==> config.mk <==
export PLATFORM = sky130hd
export DESIGN_NAME = ioa_seq
export DESIGN_NICKNAME = d
export VERILOG_FILES = /design/src/ioa_pkg.sv /design/src/ioa_seq.sv
export SDC_FILE = /design/constraint.sdc
export NUM_CORES = 1
export LEC_CHECK = 0
export BUFFER_PORTS_ARGS = -buffer_cell sky130_fd_sc_hd__buf_2
export CAP_MARGIN = 10
export CORE_MARGIN = 5
export CORE_UTILIZATION = 50
export CTS_BUF_LIST = sky130_fd_sc_hd__clkbuf_2
export DETAILED_ROUTE_END_ITERATION = 12
export PLACE_DENSITY = 0.78
export SYNTH_ARGS = -nofsm -noshare
export SYNTH_HDL_FRONTEND = slang
export SYNTH_SLANG_ARGS = --single-unit
==> constraint.sdc <==
create_clock -name clk -period 7.8 [get_ports clk]
set_input_delay 1.56 -clock clk [delete_from_list [all_inputs] [get_ports clk]]
set_output_delay 1.56 -clock clk [all_outputs]
set_load 0.005 [all_outputs]
==> src/ioa_pkg.sv <==
// Shared constants, types and status codes for the interval overlap admission block.
package ioa_pkg;

  localparam int MAX_POINTS = 256;
  localparam int TIME_W     = 32;
  localparam int DELTA_W    = 10;
  localparam int LIMIT_W    = 4;
  localparam int STATUS_W   = 2;
  localparam int IDX_W      = $clog2(MAX_POINTS);
  localparam int CNT_W      = $clog2(MAX_POINTS + 1);
  localparam int MRG_W      = $clog2(MAX_POINTS + 3);
  localparam int ADDR_W     = IDX_W + 1;
  localparam int SUM_W      = DELTA_W + 2;

  localparam logic [LIMIT_W-1:0] LIMIT_RESET = LIMIT_W'(2);

  localparam logic [STATUS_W-1:0] STATUS_BOOKED  = 2'd0;
  localparam logic [STATUS_W-1:0] STATUS_REFUSED = 2'd1;
  localparam logic [STATUS_W-1:0] STATUS_FULL    = 2'd2;
  localparam logic [STATUS_W-1:0] STATUS_INVALID = 2'd3;

  typedef struct packed {
    logic [TIME_W-1:0]  tm;
    logic [DELTA_W-1:0] delta;
  } entry_t;

  typedef struct packed {
    logic              we;
    logic [ADDR_W-1:0] waddr;
    entry_t            wdata;
    logic              re;
    logic [ADDR_W-1:0] raddr;
  } mem_req_t;

  typedef struct packed {
    logic                idle;
    logic                done;
    logic [STATUS_W-1:0] status;
  } seq_stat_t;

endpackage

==> src/ioa_seq.sv <==
// Merge sequencer: walks the live bank, inserts the two keys into the other bank,
// accumulates the coverage count and decides the outcome.
module ioa_seq import ioa_pkg::*; (
  input  logic               clk,
  input  logic               rst,
  input  logic               start,
  input  logic [TIME_W-1:0]  start_time,
  input  logic [TIME_W-1:0]  end_time,
  input  logic [LIMIT_W-1:0] max_overlap,
  input  logic               resp_free,
  input  entry_t             rdata,
  output mem_req_t           mem_req,
  output seq_stat_t          stat
);

  localparam logic [2:0] S_IDLE  = 3'd0;
  localparam logic [2:0] S_PRIME = 3'd1;
  localparam logic [2:0] S_MERGE = 3'd2;
  localparam logic [2:0] S_FIX_S = 3'd3;
  localparam logic [2:0] S_FIX_E = 3'd4;
  localparam logic [2:0] S_RESP  = 3'd5;

  localparam logic [1:0] P_START = 2'd0;
  localparam logic [1:0] P_END   = 2'd1;
  localparam logic [1:0] P_NONE  = 2'd2;

  logic [2:0]          state;
  logic                bank;
  logic [CNT_W-1:0]    n;
  logic [CNT_W-1:0]    i;
  logic [MRG_W-1:0]    j;
  logic [MRG_W-1:0]    js;
  logic [MRG_W-1:0]    je;
  logic [DELTA_W-1:0]  ds;
  logic [DELTA_W-1:0]  de;
  logic [TIME_W-1:0]   s;
  logic [TIME_W-1:0]   e;
  logic [1:0]          pend;
  logic [SUM_W-1:0]    sum;
  logic                ovf;
  logic [STATUS_W-1:0] status;

  logic               have_old;
  logic               have_key;
  logic [TIME_W-1:0]  key_tm;
  logic [SUM_W-1:0]   key_d;
  logic               take_key;
  logic               hit;
  logic               consume;
  logic               merge_done;
  entry_t             emit;
  logic [SUM_W-1:0]   mod;
  logic [SUM_W-1:0]   sum_next;
  logic               over;
  logic [CNT_W-1:0]   i_inc;
  logic               j_room;
  logic               full;

  always_comb begin
    have_old   = i < n;
    have_key   = pend != P_NONE;
    key_tm     = (pend == P_START) ? s : e;
    key_d      = (pend == P_START) ? SUM_W'(1) : {SUM_W{1'b1}};
    take_key   = have_key && (!have_old || rdata.tm >= key_tm);
    hit        = take_key && have_old && rdata.tm == key_tm;
    consume    = have_old && (!take_key || hit);
    merge_done = !have_old && !have_key;
    if (take_key && !hit) begin
      emit.tm    = key_tm;
      emit.delta = '0;
      mod        = key_d;
    end else begin
      emit = rdata;
      mod  = {{(SUM_W-DELTA_W){rdata.delta[DELTA_W-1]}}, rdata.delta};
      if (hit) begin
        mod = mod + key_d;
      end
    end
    sum_next = sum + mod;
    over     = $signed(sum_next) > $signed({{(SUM_W-LIMIT_W){1'b0}}, max_overlap});
    i_inc    = i + CNT_W'(1);
    j_room   = j < MRG_W'(MAX_POINTS);
    full     = j > MRG_W'(MAX_POINTS);
  end

  always_comb begin
    mem_req       = '0;
    mem_req.raddr = {bank, (state == S_PRIME) ? {IDX_W{1'b0}} : i_inc[IDX_W-1:0]};
    mem_req.re    = (state == S_PRIME) || (state == S_MERGE && consume);
    unique case (state)
      S_MERGE: begin
        mem_req.we    = !merge_done && j_room;
        mem_req.waddr = {~bank, j[IDX_W-1:0]};
        mem_req.wdata = emit;
      end
      S_FIX_S: begin
        mem_req.we          = 1'b1;
        mem_req.waddr       = {~bank, js[IDX_W-1:0]};
        mem_req.wdata.tm    = s;
        mem_req.wdata.delta = ds + DELTA_W'(1);
      end
      S_FIX_E: begin
        mem_req.we          = 1'b1;
        mem_req.waddr       = {~bank, je[IDX_W-1:0]};
        mem_req.wdata.tm    = e;
        mem_req.wdata.delta = de - DELTA_W'(1);
      end
      default: begin
        mem_req.we = 1'b0;
      end
    endcase
  end

  always_ff @(posedge clk) begin
    if (rst) begin
      state <= S_IDLE;
      bank  <= 1'b0;
      n     <= '0;
    end else begin
      unique case (state)
        S_IDLE: begin
          if (start) begin
            s     <= start_time;
            e     <= end_time;
            state <= S_PRIME;
          end
        end
        S_PRIME: begin
          i    <= '0;
          j    <= '0;
          pend <= P_START;
          sum  <= '0;
          ovf  <= 1'b0;
          if (s >= e) begin
            status <= STATUS_INVALID;
            state  <= S_RESP;
          end else begin
            state <= S_MERGE;
          end
        end
        S_MERGE: begin
          if (merge_done) begin
            // the merged bank becomes live unless the table would overflow
            priority if (full) begin
              status <= STATUS_FULL;
              state  <= S_RESP;
            end else if (ovf) begin
              status <= STATUS_REFUSED;
              bank   <= ~bank;
              n      <= j[CNT_W-1:0];
              state  <= S_RESP;
            end else begin
              state <= S_FIX_S;
            end
          end else begin
            j   <= j + MRG_W'(1);
            sum <= sum_next;
            if (over) begin
              ovf <= 1'b1;
            end
            if (consume) begin
              i <= i_inc;
            end
            if (take_key) begin
              pend <= pend + 2'd1;
              if (pend == P_START) begin
                js <= j;
                ds <= emit.delta;
              end else begin
                je <= j;
                de <= emit.delta;
              end
            end
          end
        end
        S_FIX_S: begin
          state <= S_FIX_E;
        end
        S_FIX_E: begin
          status <= STATUS_BOOKED;
          bank   <= ~bank;
          n      <= j[CNT_W-1:0];
          state  <= S_RESP;
        end
        S_RESP: begin
          if (resp_free) begin
            state <= S_IDLE;
          end
        end
        default: begin
          state <= S_IDLE;
        end
      endcase
    end
  end

  assign stat.idle   = state == S_IDLE;
  assign stat.done   = (state == S_RESP) && resp_free;
  assign stat.status = status;

endmodule

==> results.ini, run 1 <==
[final_layout]
num-fill-cells = 1750
design_area_mm2 = 0.0116
most-common-layout-cells = buf_2 (179), edfxtp_1 (135), ha_1 (102), o21ai_0 (96), nor2_1 (73)
nets = 1416
drive_gt1_frac = 0.203
final_common_cell = buf_2
syn_to_final_growth_pct = 13.6

[floorplan]
core-area_mm2 = 0.0202
start_util = 0.505
die_area_mm2 = 0.0233
io_pins = 180
rows = 52
die_w_um = 153
die-height_um = 153

[critical_path]
crit_arrival_ps = 5460
worst_r2r_endpoint = ovf
endpoint_kind = output pin
worstPathRequired_ps = 6240
reg2regPathDepth = 23
crit_top_cell = buf_4
regToRegSetupSlack_ps = 1090
crit_buf_inv = 5
cpPeakStageDelay_ps = 720
cp-start-kind = flip-flop
crit_chain = inv_1, ha_2, buf_4, mux2i_1, ha_1, nand4_2, nor4_1, nand3_1, a2111oi_4, buf_4, or2_1, buf_4, nor2_2, nor2_4, a221o_1, buf_2
critical_path_class = reg -> out
crit_slowest_cell = ha_2
cp.depth = 16
reg2reg_from = pend[0]
crit_fanout = 34
critical_path.top_delay_family = simple AND/OR/NAND/NOR gates

[synth]
synth_cell_types = 66
syn_nets = 1250
netlist_instances = 1031
ys_ff_latch = 148
synth-edff-count = 135
synth_ff_type = edfxtp_1
yosysSeqAreaShare = 0.424
ys_warn_count = 0
ys_async_sr_fraction = 0
synth_area_per_cell_um2 = 9.88
synth.cell_area_mm2 = 0.0102

[timing]
fin_setup_tns_ps = 0
worst_pin_slew_ps = 847
relSlewSlack = 0.434
rsz0062_at_grt = no
fin_skew_ps = 47.2
max_freq_ghz = 0.142
finalSetupViolations = 0
period_needed_ps = 7020
whs_ps = 526
final_max_slew_viol_count = 0
period_share = 0.900
final_hold_viol_count = 0
fin_ws_ps = 779

[power]
power_frac_comb = 0.339
powerDensity_mw_per_mm2 = 186
p_seq_frac = 0.457
internal_power_uw = 1380
switchingPower_uw = 765
pwr-share-clk = 0.204
ir_drop_uv = 108
p_total_uw = 2150
p_sw_frac = 0.356
p_leak_uw = 0.00503

[drt]
vias = 8578
drt.antenna.violating_nets = 0
wl_per_cell_um = 18.4
drt_pass1_iterations = 5
routed-wl-met3_um = 2270
met1_length_um = 11200
postRouteWirelength_um = 27300
drc = 0
top_layer = met5
viasPerCell = 5.79
drtIter0Drc = 584
met2WireLength_um = 13100

[run]
maxCapViolCount = 0

[hold_path]
worstHoldStart = n[6]
hold_class = reg -> reg
hold_end = n[6]
min_path_cells = 2

[clocking]
cts-root-buf = clkbuf_2
cts.repair.resized = 0
path_clk_slew_ps = 220
clk-insertion-delay-late_ps = 740
cts_buffer_depth = 2
clock_sinks = 148
cts_tree = yes
postCtsSetupRepairBufs = 0
htreeDepth = 4
ctsHoldBuffers = 0
numCtsBuffers = 17

[global_routing]
grt_overflow = 0
grt_start_max_net_pins = 65
grt_pass1_wl_um = 43100
grt_pass1_vias = 8504
antenna_found_initial = 3
gr-usage-all-layers = 0.228

[placed_design]
gp_congestion = 0.894
io_buffers = 179
hpwl_um = 20500
place_area_mm2 = 0.0113
post-place-ws_ps = 1170

[outcome]
status = complete, no violations

[layout make-up]
| class | instances | area [um^2] | area share |
|---|---|---|---|
| clock buffers | 20 | 100 | 0.00865 |
| repair buffers | 194 | 1010 | 0.0872 |
| flip-flops and latches | 148 | 4310 | 0.373 |
| inverters | 70 | 263 | 0.0227 |
| clock inverters | 12 | 131 | 0.0114 |
| diodes | 1 | 2.50 | 0.000216 |
| well taps | 270 | 338 | 0.0292 |
| multi-input cells | 766 | 5410 | 0.468 |
[stage by stage]
| stage | instances | util |
|---|---|---|
| global placement | 1448 | 0.562 |
| global route | 1481 | 0.574 |
| detailed placement | 1448 | 0.562 |
| floorplan | 1031 | - |
| finish | 1481 | 0.574 |
| CTS | 1480 | 0.573 |
[worst register-to-register path, cell delays in order (launching register included)]
cell	delay [ps]
edfxtp_1	430
inv_1	100
ha_2	720
buf_4	350
mux2i_1	270
ha_1	240
nand4_2	200
nor4_1	330
nand3_1	250
a2111oi_4	360
buf_4	240
or2_1	130
or2_2	120
buf_4	440
a31oi_1	170
ha_1	380
xnor2_1	220
ha_1	280
a21oi_1	140
o21ai_0	90
a2111oi_0	530
nand4_1	160
o31ai_1	300
a211oi_2	90
[power by group through the flow]
stage / Combinational, uW / Clock (uW) / Sequential (uW)
after floorplan: 509 / 0 / 980
after global placement: 704 / 0 / 997
after detailed placement: 722 / 0 / 999
after CTS: 725 / 447 / 982
after global routing: 809 / 483 / 990
final: 727 / 438 / 982
[Yosys cell counts (all sizes together) (2+ instances only)]
cell type    n  share of area
edfxtp     135           0.40
o21ai      126          0.062
ha         103           0.13
nor2        76          0.029
nand2       72          0.027
inv         69          0.025
a21o        47          0.035
a21oi       46          0.023
mux2i       43          0.042
clkbuf      31          0.011
and2        23          0.014
xor2        23          0.020
nand3       22          0.011
xnor2       21          0.018
nand4       18          0.012
buf         16          0.011
nor2b       15         0.0092
a211oi      14          0.011
dfxtp       13          0.026
nor3        12         0.0059
a221o       10         0.0098
nand2b      10         0.0061
a22oi        9         0.0066
and3         6         0.0037
nor4         6         0.0037
a31oi        5         0.0031
o211ai       5         0.0037
o31ai        5         0.0037
a221oi       4         0.0034
o21a         4         0.0029
or2          4         0.0025
and4         3         0.0026
nand3b       3         0.0022
or3          3         0.0018
a2111oi      2         0.0036
a31o         2         0.0017
fa           2         0.0039
nor3b        2         0.0015
o21bai       2         0.0015
o22ai        2         0.0012
or4          2         0.0015
[sequential cells by signal, indices dropped and copies added, names as in the netlist]
register,flops
bank,1
de,10
ds,10
e,32
i,9
j,9
je,8
js,8
n,9
ovf,1
pend,2
s,32
state,3
status,2
sum,12
[layer usage]
layer  GRT usage  up-vias
li1            -     4124
met1       0.292     4013
met2       0.384      381
met3      0.0525       56
met4      0.0751        4
met5           0        -
[worst max path at each step]
stage	startpoint	to	slack, ps
after floorplan	pend[0]	ovf	1820
after global placement	rdata[41]	ovf	1320
after detailed placement	pend[0]	ovf	1170
after CTS	pend[0]	mem_req[19]	760
after global routing	pend[0]	mem_req[19]	400
final	pend[0]	mem_req[10]	780
[cell families after synthesis]
logic type	synth area share
buf+inv	0.0478
mux	0.0434
compound gates	0.182
xor+xnor	0.0378
simple gates	0.135
flops	0.424
fa+ha+maj	0.130
No activity file was read; power rests on OpenSTA's default activity.
==> run 2: changes to the inputs <==
- BUFFER_PORTS_ARGS: -buffer_cell sky130_fd_sc_hd__buf_2 -> -buffer_cell sky130_fd_sc_hd__clkbuf_2
==> results.ini, run 2 (synthesis gave the netlist of run 1 again) <==
[floorplan]
start_util = 0.505  ; unchanged
rows = 52  ; unchanged
core-area_mm2 = 0.0202  ; unchanged
die-height_um = 153  ; unchanged
io_pins = 180  ; unchanged
die_w_um = 153  ; unchanged
die_area_mm2 = 0.0233  ; unchanged

[power]
powerDensity_mw_per_mm2 = 191  ; +3.0%
ir_drop_uv = 95.5  ; -12%
p_leak_uw = 0.00504  ; +0.27%

[timing]
finalSetupViolations = 0  ; unchanged
period_needed_ps = 6780  ; -236 ps
relSlewSlack = 0.405  ; -0.0293
final_hold_viol_count = 0  ; unchanged
fin_ws_ps = 1020  ; +236 ps
worst_pin_slew_ps = 893  ; +45.7 ps
fin_setup_tns_ps = 0  ; unchanged
fin_skew_ps = 63.8  ; +16.5 ps
rsz0062_at_grt = no
final_max_slew_viol_count = 0  ; unchanged
max_freq_ghz = 0.147  ; +3.5%
period_share = 0.870  ; -0.0303

[drt]
top_layer = met4
drc = 0  ; unchanged
wl_per_cell_um = 18.7  ; +1.4%
routed-wl-met3_um = 2340  ; +3.2%
drt.antenna.violating_nets = 0  ; unchanged
vias = 8669  ; +1.1%
met2WireLength_um = 13300  ; +1.1%
viasPerCell = 5.85  ; +1.1%
drt_pass1_iterations = 8  ; +3
postRouteWirelength_um = 27700  ; +1.4%
drtIter0Drc = 737  ; +26%
met1_length_um = 11500  ; +2.9%

[clocking]
cts.repair.resized = 0  ; unchanged
path_clk_slew_ps = 230  ; about the same
numCtsBuffers = 17  ; unchanged
clk-insertion-delay-late_ps = 760  ; +20 ps
htreeDepth = 4  ; unchanged
cts-root-buf = clkbuf_2
clock_sinks = 148  ; unchanged
postCtsSetupRepairBufs = 0  ; unchanged
ctsHoldBuffers = 0  ; unchanged
cts_tree = yes
cts_buffer_depth = 2  ; unchanged

[placed_design]
post-place-ws_ps = 997  ; -177 ps
gp_congestion = 0.896  ; +0.29%
hpwl_um = 20700  ; +1.2%
io_buffers = 179  ; unchanged

[global_routing]
grt_pass1_vias = 8706  ; +2.4%
grt_start_max_net_pins = 65  ; unchanged
gr-usage-all-layers = 0.235  ; +0.00638
grt_overflow = 0  ; unchanged
antenna_found_initial = 1  ; -2
grt_pass1_wl_um = 44500  ; +3.2%

[run]
maxCapViolCount = 0  ; unchanged

[critical_path]
endpoint_kind = output pin
critical_path_class = reg -> out
worstPathRequired_ps = 6240  ; about the same
reg2reg_from = pend[0]
crit_fanout = 28  ; -18%
reg2regPathDepth = 26  ; +13%
cp-start-kind = flip-flop
crit_arrival_ps = 5220  ; -240 ps
regToRegSetupSlack_ps = 1210  ; +120 ps
worst_r2r_endpoint = ovf

[final_layout]
num-fill-cells = 1762  ; +0.69%
drive_gt1_frac = 0.202  ; -0.00165
most-common-layout-cells = clkbuf_2 (197), edfxtp_1 (135), ha_1 (102), o21ai_0 (96), nor2_1 (73)
nets = 1417  ; +0.071%
syn_to_final_growth_pct = 14.1
final_common_cell = clkbuf_2
reg_top3 = e: 32 flops, s: 32 flops, sum: 12 flops

[hold_path]
min_path_cells = 2  ; unchanged
worstHoldStart = n[1]
hold_class = reg -> reg
hold_end = n[1]

[outcome]
status = complete, no violations

-- run 2: worst max-delay path, stage by stage, from the launching register on --
cell and delay [ps]:
edfxtp_1 410, inv_1 100, ha_2 490, buf_4 320, mux2i_1 310, ha_1 210
nand4_1 200, nor3_1 280, nand3_1 220, a2111oi_4 350, buf_4 240, or2_1 130
or2_2 350, buf_4 420, o21ai_0 140, a21o_1 220, clkbuf_2 110
-- run 2: worst max path at each step --
stage	start	end	cells past startpoint
after floorplan	pend[0]	ovf	28
after global placement	rdata[41]	ovf	23
after detailed placement	rdata[41]	ovf	23
after CTS	pend[0]	mem_req[21]	16
after global routing	pend[0]	mem_req[21]	16
final	pend[0]	mem_req[39]	16
-- run 2: layer usage --
metal | track usage | vias up
met5 | 0 | -
met4 | 0.0734 | 0
met3 | 0.0466 | 36
met2 | 0.392 | 419
met1 | 0.309 | 4088
li1 | - | 4126
-- run 2: final cells by class --
class,instances,area [um^2],area share
sequential,148,4310,0.371
clock inverter,13,181,0.0156
multi-input combinational,766,5410,0.466
tap,270,338,0.0291
inverter,70,263,0.0226
timing repair buffer,195,1020,0.0875
clock buffer,18,90.1,0.00776
antenna,1,2.50,0.000215
-- run 2: per-stage QoR --
step | area (um^2) | utilization | hold WS, ps | std cells | total power [uW]
2_1_floorplan | 10200 | - | 443 | 1031 | 1490
3_3_place_gp | 11300 | 0.562 | 476 | 1449 | 1710
3_5_place_dp | 11300 | 0.562 | 492 | 1449 | 1720
4_1_cts | 11600 | 0.576 | 542 | 1480 | 2230
5_1_grt | 11600 | 0.576 | 562 | 1481 | 2350
6_report | 11600 | 0.576 | 535 | 1481 | 2220
-- run 2: power breakdown --
group,total (uW),internal (uW),switching [uW]
registers,982,935,47.0
clock network,507,210,297
logic,731,298,434
total,2220,1440,778
==> run 3: changes to the inputs <==
==> constraint.sdc (replaced) <==
create_clock -name clk -period 7.8 [get_ports clk]
set_input_delay 0.39 -clock clk [delete_from_list [all_inputs] [get_ports clk]]
set_output_delay 0.39 -clock clk [all_outputs]
set_load 0.005 [all_outputs]
==> results.ini, run 3 (synthesis gave the netlist of run 1 again) <==
[global_routing]
grt_start_max_net_pins = 65  ; unchanged
grt_pass1_wl_um = 45900  ; +3.1%
gr-usage-all-layers = 0.244  ; +0.00915
grt_overflow = 0  ; unchanged
antenna_found_initial = 1  ; unchanged
grt_pass1_vias = 8986  ; +3.2%

[critical_path]
cpPeakStageDelay_ps = 760  ; +270 ps
worstPathRequired_ps = 8330  ; +2090 ps
crit_buf_inv = 3  ; -2
reg2reg_from = pend[0]
crit_fanout = 45  ; +61%
crit_arrival_ps = 7280  ; +2060 ps
crit_chain = inv_1, ha_2, buf_4, mux2i_1, ha_1, nand4_2, nor4_1, nand3_1, a2111oi_4, or2_1, or2_2, buf_4, a31oi_1, ha_1, xnor2_1, ha_1, a21oi_1, o21ai_0, a2111oi_0, nand4_1, o31ai_1, a211oi_2
endpoint_kind = flip-flop
critical_path_class = reg -> reg
cp-start-kind = flip-flop
reg2regPathDepth = 22  ; -15%
regToRegSetupSlack_ps = 1050  ; -160 ps
worst_r2r_endpoint = ovf
critical_path.top_delay_family = compound AO/OA/AOI/OAI gates
crit_slowest_cell = a2111oi_4
crit_top_cell = ha_1

[placed_design]
gp_congestion = 0.946  ; +5.6%
io_buffers = 179  ; unchanged
post-place-ws_ps = 1180  ; +187 ps
hpwl_um = 20900  ; +0.96%

[power]
p_total_uw = 2120  ; -4.6%
powerDensity_mw_per_mm2 = 174  ; -9.2%
p_leak_uw = 0.00528  ; +4.7%
ir_drop_uv = 108  ; +13%

[drt]
drt_pass1_iterations = 5  ; -3
drc = 0  ; unchanged
drtIter0Drc = 754  ; +2.3%
postRouteWirelength_um = 28800  ; +4.1%
wl_per_cell_um = 18.6  ; -0.56%
vias = 8955  ; +3.3%
drt.antenna.violating_nets = 0  ; unchanged
viasPerCell = 5.78  ; -1.3%

[floorplan]
start_util = 0.505  ; unchanged
core-area_mm2 = 0.0202  ; unchanged
rows = 52  ; unchanged
die_area_mm2 = 0.0233  ; unchanged
die-height_um = 153  ; unchanged
die_w_um = 153  ; unchanged
io_pins = 180  ; unchanged

[clocking]
clk-insertion-delay-late_ps = 770  ; about the same
clock_sinks = 148  ; unchanged
path_clk_slew_ps = 220  ; about the same
numCtsBuffers = 17  ; unchanged
cts_buffer_depth = 2  ; unchanged
cts-root-buf = clkbuf_2
htreeDepth = 4  ; unchanged
cts_tree = yes

[timing]
final_max_slew_viol_count = 0  ; unchanged
fin_skew_ps = 36.8  ; -27.0 ps
max_freq_ghz = 0.148  ; +0.46%
final_hold_viol_count = 0  ; unchanged
period_share = 0.866  ; -0.00395
whs_ps = 97.3  ; -438 ps
fin_setup_tns_ps = 0  ; unchanged
period_needed_ps = 6750  ; -30.8 ps
worst_pin_slew_ps = 836  ; -56.7 ps
rsz0062_at_grt = no
finalSetupViolations = 0  ; unchanged
relSlewSlack = 0.441  ; +0.0366
fin_ws_ps = 1050  ; +30.8 ps

[final_layout]
most-common-layout-cells = clkbuf_2 (198), edfxtp_1 (135), ha_1 (102), o21ai_0 (96), nor2_1 (73)
num-fill-cells = 1711  ; -2.9%
nets = 1485  ; +4.8%
post-route-util = 0.605  ; +0.0295
syn_to_final_growth_pct = 19.9
drive_gt1_frac = 0.189  ; -0.0124
reg_top3 = e: 32 flops, s: 32 flops, sum: 12 flops
final_common_cell = clkbuf_2

[hold_path]
worstHoldStart = rst
hold_class = in -> reg
min_path_cells = 2  ; unchanged
hold_end = n[2]

[outcome]
status = complete, no violations

[run]
maxCapViolCount = 0  ; unchanged

-- run 3: cell count changes in the layout (fill, tap and decap cells not counted), sizes merged, moves of 2 or more --
cell | previous run | this run
dlygate4sd3 | 0 | 70
bufinv | 4 | 0
buf | 16 | 14
clkinvlp | 2 | 4
-- run 3: layout make-up --
cell class,instances,area [um^2],share of cell area
Antenna cell,1,2.50,0.000205
Clock buffer,19,95.1,0.00779
Clock inverter,13,85.1,0.00697
Inverter,70,263,0.0215
Multi-Input combinational cell,766,5410,0.443
Sequential cell,148,4310,0.353
Tap cell,270,338,0.0277
Timing Repair Buffer,263,1700,0.139
-- run 3: timing repair --
| item | in CTS | in global routing |
|---|---|---|
| endpoints found under the setup margin | 0 | 0 |
| hold buffers | 70 | 0 |
| resized for setup | 0 | 0 |
| buffers inserted | 0 | 0 |
| hold endpoints to repair | 74 | 0 |
-- run 3: worst register-to-register path, cell delays in order (launching register included) --
cell and delay (ps):
edfxtp_1 420, inv_1 100, ha_2 630, buf_4 340, mux2i_1 300, ha_1 220, nand4_2 140, nor4_1 310
nand3_1 220, a2111oi_4 760, or2_1 200, or2_2 120, buf_4 420, a31oi_1 160, ha_1 380, xnor2_1 240
ha_1 290, a21oi_1 150, o21ai_0 90, a2111oi_0 510, nand4_1 170, o31ai_1 300, a211oi_2 80
-- run 3: worst max-delay path by stage --
stage	start	to	slack [ps]	cells after the start
after CTS	pend[0]	ovf	1150	22
after global placement	pend[0]	ovf	1370	22
final	pend[0]	ovf	1050	22
after global routing	pend[0]	ovf	560	22
after detailed placement	pend[0]	ovf	1180	22
after floorplan	pend[0]	ovf	1820	28
-- run 3: per-stage QoR --
stage / area [um^2] / instances
global route: 12200 / 1550
floorplan: 10200 / 1031
detailed placement: 11300 / 1447
CTS: 12200 / 1549
finish: 12200 / 1550
global placement: 11300 / 1447
-- run 3: layer usage --
layer / share of wire / GRT usage / vias to the layer above / wire [um]
met5: 0 / 0 / - / 0
met4: 0.026 / 0.0823 / 0 / 750
met3: 0.093 / 0.0613 / 69 / 2680
met2: 0.49 / 0.419 / 431 / 14000
met1: 0.40 / 0.300 / 4179 / 11400
li1: - / - / 4276 / -
-- run 3: power by group --
| part | total (uW) | switching (uW) | internal [uW] |
|---|---|---|---|
| Sequential | 985 | 50.0 | 935 |
| Clock | 375 | 291 | 83.6 |
| Combinational | 759 | 438 | 321 |
